`config.mk`:
```
export PLATFORM = sky130hd
export DESIGN_NAME = pbt_walk
export DESIGN_NICKNAME = d
export VERILOG_FILES = /design/src/rtl/assert_macros.svh /design/src/rtl/pbt_pkg.sv /design/src/rtl/pbt_walk.sv
export SDC_FILE = /design/constraint.sdc
export NUM_CORES = 1
export LEC_CHECK = 0
export ABC_AREA = 1
export BUFFER_PORTS_ARGS = -buffer_cell sky130_fd_sc_hd__buf_2
export CELL_PAD_IN_SITES_DETAIL_PLACEMENT = 1
export CELL_PAD_IN_SITES_GLOBAL_PLACEMENT = 2
export CORE_MARGIN = 2
export CORE_UTILIZATION = 25
export DETAILED_ROUTE_END_ITERATION = 16
export HOLD_SLACK_MARGIN = 0.05
export PLACE_DENSITY = 0.73
export SLEW_MARGIN = 20
export SYNTH_ARGS = -nofsm -noshare
export SYNTH_HDL_FRONTEND = slang
export SYNTH_SLANG_ARGS = --single-unit
```
`constraint.sdc`:
```
create_clock -name i_clk -period 8.1 [get_ports i_clk]
set_clock_uncertainty 0.1 [all_clocks]
set_input_delay 1.62 -clock i_clk [delete_from_list [all_inputs] [get_ports i_clk]]
set_output_delay 1.62 -clock i_clk [all_outputs]
set_load 0.01 [all_outputs]
```
`src/rtl/assert_macros.svh`:
```
// assertion macros used by the rtl top level
`ifndef ASSERT_MACROS_SVH
`define ASSERT_MACROS_SVH
`ifndef SYNTHESIS
// property must hold at every clock edge out of reset
`define PBT_ASSERT(label, clk, rst_n, prop) \
    label: assert property (@(posedge clk) disable iff (!rst_n) (prop)) \
        else $error("assertion failed");
// condition must never be true out of reset
`define PBT_ASSERT_NEVER(label, clk, rst_n, cond) \
    label: assert property (@(posedge clk) disable iff (!rst_n) !(cond)) \
        else $error("forbidden condition seen");
`else
`define PBT_ASSERT(label, clk, rst_n, prop)
`define PBT_ASSERT_NEVER(label, clk, rst_n, cond)
`endif
`endif

```
`src/rtl/pbt_pkg.sv`:
```
// shared constants and types for the prefix to border table block
package pbt_pkg;

    localparam int MAX_LEN = 1024;
    localparam int IDX_W   = $clog2(MAX_LEN);
    localparam int VAL_W   = IDX_W + 1;
    // index plus prefix value, one bit of headroom
    localparam int REACH_W = VAL_W + 1;

    // transaction kinds
    localparam logic KIND_LOAD = 1'b0;
    localparam logic KIND_READ = 1'b1;

    // border memory write request from the walk sequencer
    typedef struct packed {
        logic             we;
        logic [IDX_W-1:0] addr;
        logic [VAL_W-1:0] data;
    } t_wr_req;

    // walk sequencer status toward the top level
    typedef struct packed {
        logic busy;
        logic done;
    } t_walk_stat;

endpackage

```
`src/rtl/pbt_walk.sv`:
```
// sequencer that walks the prefix table and writes the border table
module pbt_walk (
    input  logic                      i_clk,
    input  logic                      i_rst_n,
    input  logic                      i_go,
    input  logic [pbt_pkg::IDX_W-1:0] i_last_idx,
    input  logic [pbt_pkg::VAL_W-1:0] i_prefix,
    output logic [pbt_pkg::IDX_W-1:0] o_prefix_addr,
    output pbt_pkg::t_wr_req          o_wr,
    output pbt_pkg::t_walk_stat       o_stat
);
    import pbt_pkg::*;

    typedef enum logic [4:0] {
        S_IDLE  = 5'b00001,
        S_ZERO  = 5'b00010,
        S_FETCH = 5'b00100,
        S_CHECK = 5'b01000,
        S_FILL  = 5'b10000
    } t_state;

    t_state             r_state, n_state;
    logic [IDX_W-1:0]   r_i, n_i;
    logic [IDX_W-1:0]   r_j, n_j;
    logic [IDX_W-1:0]   r_last, n_last;
    logic [REACH_W-1:0] r_reach, n_reach;

    logic [REACH_W-1:0] w_reach;
    logic               w_covers;
    logic               w_j_last;
    t_wr_req            w_wr;
    logic               w_done;

    // reach of the current candidate: fresh from memory or held
    assign w_reach  = (r_state == S_CHECK) ? (REACH_W'(r_i) + REACH_W'(i_prefix)) : r_reach;
    assign w_covers = w_reach > REACH_W'(r_j);
    assign w_j_last = (r_j == r_last);

    // next state and border write
    always_comb begin
        n_state = r_state;
        n_i     = r_i;
        n_j     = r_j;
        n_last  = r_last;
        n_reach = r_reach;
        w_wr    = '0;
        w_done  = 1'b0;
        unique case (r_state) inside
            S_IDLE: begin
                if (i_go) begin
                    n_last  = i_last_idx;
                    n_state = S_ZERO;
                end
            end
            S_ZERO: begin
                w_wr.we   = 1'b1;
                w_wr.addr = '0;
                w_wr.data = '0;
                if (r_last == '0) begin
                    w_done  = 1'b1;
                    n_state = S_IDLE;
                end else begin
                    n_i     = IDX_W'(1);
                    n_j     = IDX_W'(1);
                    n_state = S_FETCH;
                end
            end
            S_FETCH: begin
                n_state = S_CHECK;
            end
            S_CHECK, S_FILL: begin
                n_reach = w_reach;
                if (w_covers) begin
                    // position lies inside the current candidate's match
                    w_wr.we   = 1'b1;
                    w_wr.addr = r_j;
                    w_wr.data = VAL_W'(r_j - r_i) + VAL_W'(1);
                    if (w_j_last) begin
                        w_done  = 1'b1;
                        n_state = S_IDLE;
                    end else begin
                        n_j     = r_j + IDX_W'(1);
                        n_state = S_FILL;
                    end
                end else if (r_i == r_j) begin
                    // no candidate covers this position
                    w_wr.we   = 1'b1;
                    w_wr.addr = r_j;
                    w_wr.data = '0;
                    if (w_j_last) begin
                        w_done  = 1'b1;
                        n_state = S_IDLE;
                    end else begin
                        n_i     = r_i + IDX_W'(1);
                        n_j     = r_j + IDX_W'(1);
                        n_state = S_FETCH;
                    end
                end else begin
                    // candidate exhausted, try the next one
                    n_i     = r_i + IDX_W'(1);
                    n_state = S_FETCH;
                end
            end
            default: begin
                n_state = S_IDLE;
            end
        endcase
    end

    // control state
    always_ff @(posedge i_clk) begin
        if (!i_rst_n) begin
            r_state <= S_IDLE;
        end else begin
            r_state <= n_state;
        end
    end

    // pointers and cached reach
    always_ff @(posedge i_clk) begin
        r_i     <= n_i;
        r_j     <= n_j;
        r_last  <= n_last;
        r_reach <= n_reach;
    end

    assign o_prefix_addr = r_i;
    assign o_wr          = w_wr;
    assign o_stat.busy   = (r_state != S_IDLE);
    assign o_stat.done   = w_done;

endmodule

```
==> results of run 1 <==
[cells by family (layout without fill, tap and decap cells)]
family	after synthesis	in the layout	synth area share, %
AND/OR/NAND/NOR	224	224	26.99
AO/OA/AOI/OAI	62	62	9.041
adder cells (fa/ha/maj)	43	43	14.48
flip-flops	47	47	35.64
buffers and inverters	87	146	9.269
XOR/XNOR	20	20	4.586
[power by group through the flow]
stage | clock network, mW | logic (mW) | registers (mW)
6_report | 0.247 | 0.0764 | 0.277
5_1_grt | 0.257 | 0.0883 | 0.278
4_1_cts | 0.250 | 0.0780 | 0.277
3_5_place_dp | 0 | 0.0775 | 0.283
3_3_place_gp | 0 | 0.0760 | 0.282
2_1_floorplan | 0 | 0.0534 | 0.280
[final cells by class]
cell class / instances / area (um^2)
Clock buffer: 7 / 175.2
Timing Repair Buffer: 58 / 292.8
Clock inverter: 1 / 7.507
Fill cell: 1853 / 10610
Inverter: 80 / 300.3
Tap cell: 188 / 235.2
Multi-Input combinational cell: 349 / 2105
Sequential cell: 47 / 1361
[placed cells by master (no fill, tap or decap), drive strengths merged, types with 5 or more instances in the layout]
cell,instances
a21oi,32
clkbuf,7
xnor2,6
buf,58
inv,80
or2,5
nand2,101
dfxtp,5
nand3,19
nor3,11
nor2,63
ha,41
edfxtp,42
nand4,13
nor4,9
o21ai,22
xor2,14
[critical path, delay by kind of cell]
kind / cells / cell delay (ns)
AOI/OAI and AO/OA: 6 / 1.09
and+or+nand+nor: 8 / 0.89
buffers and inverters: 2 / 0.25
xor gates and xnor gates: 1 / 0.16
adders and majority gates: 2 / 0.64
[state kept, by name, summed over array words and instances, names as in the netlist]
name,flops
r_state,5
r_last,10
r_reach,12
o_prefix_addr,10
r_j,10
[final timing paths]
path | start | endpoint | slack [ns] | depth (start not counted)
max | i_prefix[2] | o_wr[11] | 1.72 | 19
min | r_state[2]$_SDFFE_PN0P_ | r_state[3]$_SDFFE_PN0P_ | 0.48 | 4
max reg2reg | o_prefix_addr[2]$_SDFFCE_PP0P_ | o_prefix_addr[0]$_SDFFCE_PP1P_ | 4.00 | 18
min reg2reg | r_state[2]$_SDFFE_PN0P_ | r_state[3]$_SDFFE_PN0P_ | 0.48 | 4
[through the flow]
stage	utilization, %	hold WS, ns
finish	29.67	0.4827
global route	29.67	0.5214
CTS	29.67	0.4833
detailed placement	28.46	0.4722
global placement	28.46	0.4574
floorplan	-	0.4235
[layer usage]
layer,wire (um),vias up
met4,87,0
met1,5354,1609
li1,-,1720
met3,303,9
met5,0,-
met2,5248,53
==> qor.yml, run 1 <==
status:
  status: "complete, no violations"
final_layout:
  final_cells: 730
  stdcell_area_mm2: 0.004477
  nets: 608
  area_delta_synth_final_pct: 17.20
  antenna_cells: 0
  drive_above_1_share_pct: 18.45
sta:
  rsz0062_at_grt: "no"
  setup_viol: 0
  drv_slew: 0
  layout_setup_ws_ns: 1.724
  period_minus_slack_ns: 6.376
  hold_violations: 0
  tns_ns: 0
  worst_pin_slew_ns: 0.9396
  slew_headroom_pct: 37.13
  period_share_pct: 78.72
  max_freq_mhz: 156.8
grt:
  grt_pass1_wl_mm: 17.82
  antenna_found_initial: 0
  grt_use_met1_pct: 18.73
  grtUsageMet2_pct: 23.72
  grt_pass1_vias: 3427
  grt_use_total_pct: 13.74
  grt_max_degree: 29
  grt_util_met3_pct: 1.801
  top_usage_layer: "met2"
  gr-total-overflow: 0
pwr:
  power_switching_uw: 148.5
  sequentialPowerShare_pct: 46.2
  ir_worst_vdd_mv: 0.08146
  pwr-share-clk_pct: 41.1
  p_comb_share_pct: 12.7
  p_total_uw: 600.1
  power_density_mw_per_mm2: 134.1
  intPower_uw: 451.6
  p_leak_nw: 2.131
  p_sw_share_pct: 24.75
worst_setup_path:
  cp_max_fo: 11
  critPathRequiredTime_ns: 6.38
  start_kind: "primary input"
  path_cells: "buf_2 > ha_1 > a21oi_1 > nand2_1 > a31oi_1 > o21ai_0 > xnor2_1 > o21ai_0 > ha_1 > a21oi_1 > o21a_1 > nand2_1 > nand2_1 > nand2_1 > nand2_1 > nand4_2 > nand2_2 > nor2_1 > buf_2"
  crit_type: "in2out"
  cp_common_cell: "nand2_1"
  endpoint_kind: "output port"
  cpPeakStageDelay_ns: 0.34
  slowest_stage: "ha_1"
  crit_arrival_ns: 4.66
die:
  ios: 58
  coreArea_mm2: 0.01509
  die_area_mm2: 0.01628
  die_w_um: 127.6
  initial_core_util_pct: 25.32
  die_h_um: 127.6
  num_rows: 45
route:
  drt_iter0_drc: 107
  postRouteWirelength_mm: 10.99
  drt_first_pass_iters: 4
  drt-vias-per-instance: 4.645
  vias: 3391
  detail-route-antenna-nets: 0
  wl_per_cell_um: 15.06
  post-route-drc-count: 0
cts:
  numCtsBuffers: 5
  clock_sinks: 47
  cts_tree: "yes"
  post_cts_buffers: 0
  path_clk_slew_ns: 0.07
  cts-resized-gates: 0
  hold_buffers: 0
  htree_levels: 2
  cts-root-buf: "clkbuf_16"
  cts_buffer_depth: 2
  clk_latency_ns: 0.29
synth:
  synth_seq_area_share_pct: 35.64
  synth_top_area_share_pct: 33.02
  synth.net_count: 550
  synth_edf_count: 42
  yosys.area.top_type: "edfxtp_1"
  synthTopCellsByCount: "nand2_1 (96), inv_1 (73), nor2_1 (51)"
  synth_warnings: 0
  avgSynthCellArea_um2: 7.909
  async_reset_ff_share_pct: 0
  synth_most_common_cell: "nand2_1"
  ys_top_cells_by_area: "edfxtp_1 (33%), ha_1 (13%), nand2_1 (9.4%)"
  syn-cell-area_mm2: 0.003820
  synthFlopType: "edfxtp_1"
  ys_ff_latch: 47
  syn_inst: 483
  ys_types: 37
placement:
  gp_congestion: 0.8093
  dp.cells: 722
  dp_slack_ns: 1.695
  dpl_cell_area_mm2: 0.004294
  hpwl_mm: 9.095
  port_buffers: 57
flow_run:
  cap_violations: 0
hold_path:
  worstHoldPathType: "reg2reg"
Power figures use the tool's default switching activity.
==> inputs of run 2 (changes only) <==
Settings changed: PLACE_DENSITY 0.73 to 0.75.
Clock period 8.1 ns to 5.4 ns, I/O delays scaled along.
==> qor.yml, run 2 (same netlist as run 1, synthesis figures left out) <==
status:
  status: "complete, no violations"
grt:
  antenna_found_initial: 0
  grt_max_degree: 19
  grt_use_total_pct: 13.64
  grt_pass1_vias: 3510
  gr-total-overflow: 0
  grt_pass1_wl_mm: 17.74
die:
  num_rows: 45
  initial_core_util_pct: 25.32
  die_area_mm2: 0.01628
  die_h_um: 127.6
  coreArea_mm2: 0.01509
  ios: 58
  die_w_um: 127.6
final_layout:
  regArea_mm2: 0.001361
  nets: 611
  drive_above_1_share_pct: 19.08
  fill_cells: 1865
  largest_register_ffs: 12
  final_common_cell: "nand2_1"
  final_cells: 733
  area_delta_synth_final_pct: 17.39
  multiInputGateArea_mm2: 0.002132
  antenna_cells: 0
  mostFrequentLayoutCells: "nand2_1 (96), inv_1 (72), buf_2 (57), nor2_1 (51), edfxtp_1 (42)"
  top_register: "r_reach"
pwr:
  power_density_mw_per_mm2: 190.0
  ir_worst_vdd_mv: 0.1226
  p_leak_nw: 2.136
sta:
  setup_viol: 0
  drv_slew: 0
  period_share_pct: 95.96
  period_minus_slack_ns: 5.182
  max_freq_mhz: 193.0
  hold_violations: 0
  holdWs_ns: 0.4666
  worst_pin_slew_ns: 0.8413
  rsz0062_at_grt: "yes"
  slew_headroom_pct: 43.71
route:
  drt-vias-per-instance: 4.659
  drt_first_pass_iters: 4
  drt_iter0_drc: 138
  detail-route-antenna-nets: 0
  vias: 3415
  wl_per_cell_um: 14.97
  post-route-drc-count: 0
  postRouteWirelength_mm: 10.97
worst_setup_path:
  cp_max_fo: 6
  start_kind: "primary input"
  crit_type: "in2out"
  endpoint_kind: "output port"
  crit_arrival_ns: 4.00
  critPathRequiredTime_ns: 4.22
cts:
  post_cts_buffers: 0
  numCtsBuffers: 5
  clock_sinks: 47
  clk_latency_ns: 0.30
  cts_buffer_depth: 2
  path_clk_slew_ns: 0.06
  cts_tree: "yes"
  htree_levels: 2
  cts-root-buf: "clkbuf_16"
placement:
  dp.cells: 724
  port_buffers: 57
  hpwl_mm: 9.097
  gp_congestion: 0.8116
hold_path:
  worstHoldPathType: "reg2reg"
flow_run:
  cap_violations: 0
## run 2: power by group
| group | leakage [nW] | switching [mW] | internal, mW |
|---|---|---|---|
| registers | 0.424 | 0.00982 | 0.406 |
| logic | 1.64 | 0.0719 | 0.0442 |
| clock network | 0.0739 | 0.136 | 0.184 |
## run 2: routing by layer
| layer | global-route usage (%) | vias to the layer above | wire [um] |
|---|---|---|---|
| li1 | - | 1725 | - |
| met1 | 18.29 | 1612 | 5237 |
| met2 | 23.44 | 64 | 5206 |
| met3 | 2.052 | 14 | 381 |
| met4 | 2.650 | 0 | 144 |
| met5 | 0 | - | 0 |
## run 2: worst paths after layout
check,start,to,slack (ns),cells past startpoint
hold / removal,r_state[3]$_SDFFE_PN0P_,r_state[3]$_SDFFE_PN0P_,0.47,3
setup / recovery,i_prefix[2],o_wr[21],0.22,18
hold reg to reg,r_state[3]$_SDFFE_PN0P_,r_state[3]$_SDFFE_PN0P_,0.47,3
setup reg to reg,o_prefix_addr[2]$_SDFFCE_PP0P_,o_prefix_addr[0]$_SDFFCE_PP1P_,1.43,17
## run 2: metrics by stage
stage	util (%)	area, um^2	setup TNS, ns	worst slack [ns]	total power, mW
5_1_grt	29.72	4484	-0.3434	-0.06211	0.8956
2_1_floorplan	-	3820	0	0.7469	0.5008
6_report	29.72	4484	0	0.2180	0.8518
4_1_cts	29.54	4457	0	0.03501	0.8585
3_3_place_gp	28.56	4309	0	0.1436	0.5372
3_5_place_dp	28.56	4309	0	0.04017	0.5401
## run 2: repair_timing
item | in CTS | in global routing
hold buffers | 0 | 0
resized for setup | 0 | 7
setup endpoints to repair | 0 | 23
hold endpoints to repair | 0 | 0
## run 2: layout make-up
type	count	share of cell area, %
sequential	47	30.36
clock buffer	7	3.181
tap	188	5.246
inverter	80	6.696
timing repair buffer	60	6.864
multi-input combinational	350	47.54
clock inverter	1	0.1116
## run 2: critical path, cell delays in order
cell and delay (ns):
buf_2 0.10, ha_1 0.35, a21oi_1 0.17, nand2_1 0.14, a31oi_2 0.21, xor2_1 0.12
o21ai_0 0.31, ha_1 0.32, a21oi_1 0.16, o21a_1 0.12, nand2_1 0.05, nand2_1 0.05
nand2_1 0.05, nand2_1 0.11, nand4_2 0.25, nand2_4 0.20, nand2_1 0.06, buf_2 0.14
==> inputs of run 3 (changes only) <==
Settings changed: CORE_UTILIZATION 25 to 30, MAX_ROUTING_LAYER set to met4, PLACE_DENSITY 0.75 to 0.86.
==> qor.yml, run 3 (same netlist as run 1, synthesis figures left out) <==
cts:
  path_clk_slew_ns: 0.07
  cts_tree: "yes"
  hold_buffers: 0
  cts_buffer_depth: 2
  clk_latency_ns: 0.29
  htree_levels: 2
  numCtsBuffers: 5
  clock_sinks: 47
  cts-root-buf: "clkbuf_16"
pwr:
  ir_worst_vdd_mv: 0.1508
  p_comb_share_pct: 13.1
  p_leak_nw: 2.154
  intPower_uw: 669.4
  power_switching_uw: 215.0
  p_sw_share_pct: 24.31
  p_total_uw: 884.4
  power_density_mw_per_mm2: 196.6
  pwr-share-clk_pct: 39.9
  sequentialPowerShare_pct: 47.0
die:
  die_w_um: 116.8
  coreArea_mm2: 0.01252
  initial_core_util_pct: 30.52
  die_h_um: 116.8
  num_rows: 41
  ios: 58
  die_area_mm2: 0.01365
sta:
  slew_headroom_pct: 45.96
  drv_slew: 0
  period_minus_slack_ns: 5.070
  hold_violations: 0
  rsz0062_at_grt: "no"
  holdWs_ns: 0.4854
  max_freq_mhz: 197.2
  tns_ns: 0
  worst_pin_slew_ns: 0.8077
  period_share_pct: 93.88
  setup_viol: 0
final_layout:
  antenna_cells: 0
  drive_above_1_share_pct: 19.05
  final_cells: 718
  mostFrequentLayoutCells: "nand2_1 (96), inv_1 (73), buf_2 (57), nor2_1 (51), edfxtp_1 (42)"
  area_delta_synth_final_pct: 17.79
  final_common_cell: "nand2_1"
  nets: 612
  largest_register_ffs: 12
  top_register: "r_reach"
route:
  postRouteWirelength_mm: 10.71
  detail-route-antenna-nets: 0
  drt_first_pass_iters: 4
  drt_iter0_drc: 182
  drt-vias-per-instance: 4.788
  wl_per_cell_um: 14.92
  vias: 3438
  post-route-drc-count: 0
grt:
  antenna_found_initial: 0
  grt_max_degree: 19
  grt_use_total_pct: 16.72
  grt_pass1_vias: 3550
  gr-total-overflow: 0
  grt_pass1_wl_mm: 17.36
worst_setup_path:
  critPathRequiredTime_ns: 4.22
  crit_arrival_ns: 3.89
  endpoint_kind: "output port"
  crit_type: "in2out"
  cp_max_fo: 7
  start_kind: "primary input"
placement:
  gp_congestion: 0.8171
  port_buffers: 57
  dp.cells: 707
  hpwl_mm: 8.833
status:
  status: "complete, no violations"
hold_path:
  worstHoldPathType: "reg2reg"
flow_run:
  cap_violations: 0
==> run 3: final timing paths <==
check / depth (start not counted) / startpoint / slack, ns / end
worst min-delay path: 4 / r_state[2]$_SDFFE_PN0P_ / 0.49 / r_state[3]$_SDFFE_PN0P_
worst max-delay path: 20 / i_prefix[2] / 0.33 / o_wr[6]
worst max register to register: 18 / o_prefix_addr[0]$_SDFFCE_PP1P_ / 1.53 / o_prefix_addr[1]$_SDFFCE_PP0P_
worst min register to register: 4 / r_state[2]$_SDFFE_PN0P_ / 0.49 / r_state[3]$_SDFFE_PN0P_
==> run 3: what timing repair did <==
| item | CTS | global route |
|---|---|---|
| hold endpoints to repair | 0 | 0 |
| setup endpoints to repair | 0 | 23 |
| gates resized for setup | 0 | 5 |
| setup buffers | 0 | 3 |
==> run 3: cell type report <==
| type | instances | area, um^2 |
|---|---|---|
| Fill cell | 1574 | 8018 |
| Sequential cell | 47 | 1361 |
| Clock inverter | 1 | 30.03 |
| Tap cell | 172 | 215.2 |
| Multi-Input combinational cell | 349 | 2125 |
| Timing Repair Buffer | 62 | 335.3 |
| Clock buffer | 7 | 132.6 |
| Inverter | 80 | 300.3 |
==> run 3: metal layers <==
layer  up-vias  routed length [um]  global-route usage (%)
li1       1725                   -                       -
met1      1634                5095                   21.11
met2        70                5178                   29.17
met3         9                 334                   1.596
met4         0                  99                   3.686
met5         -                   0                       -
==> run 3: power by group through the flow <==
stage	logic, mW	clock network, mW	registers, mW
global route	0.133	0.368	0.417
finish	0.116	0.353	0.416
detailed placement	0.116	0	0.424
global placement	0.113	0	0.423
floorplan	0.0801	0	0.421
CTS	0.117	0.356	0.416
==> run 3: metrics by stage <==
stage               setup WS [ns]  cell area, um^2  utilization, %
floorplan                  0.7469             3820               -
global placement           0.2918             4282           34.21
detailed placement         0.1440             4282           34.21
CTS                        0.1198             4444           35.51
global route             0.004729             4499           35.95
finish                     0.3303             4499           35.95
==> run 3: critical path, cell delays in order <==
cell	delay, ns
buf_2	0.10
ha_1	0.34
a21oi_1	0.16
nand2_1	0.13
a31oi_2	0.19
o21ai_0	0.15
xnor2_1	0.17
o21ai_1	0.10
ha_1	0.31
nand2_1	0.09
o21a_1	0.19
nand2_1	0.05
nand2_1	0.04
nand2_1	0.05
nand2_1	0.08
nand3_2	0.10
nand2_4	0.10
buf_12	0.18
nor3b_2	0.13
buf_2	0.14
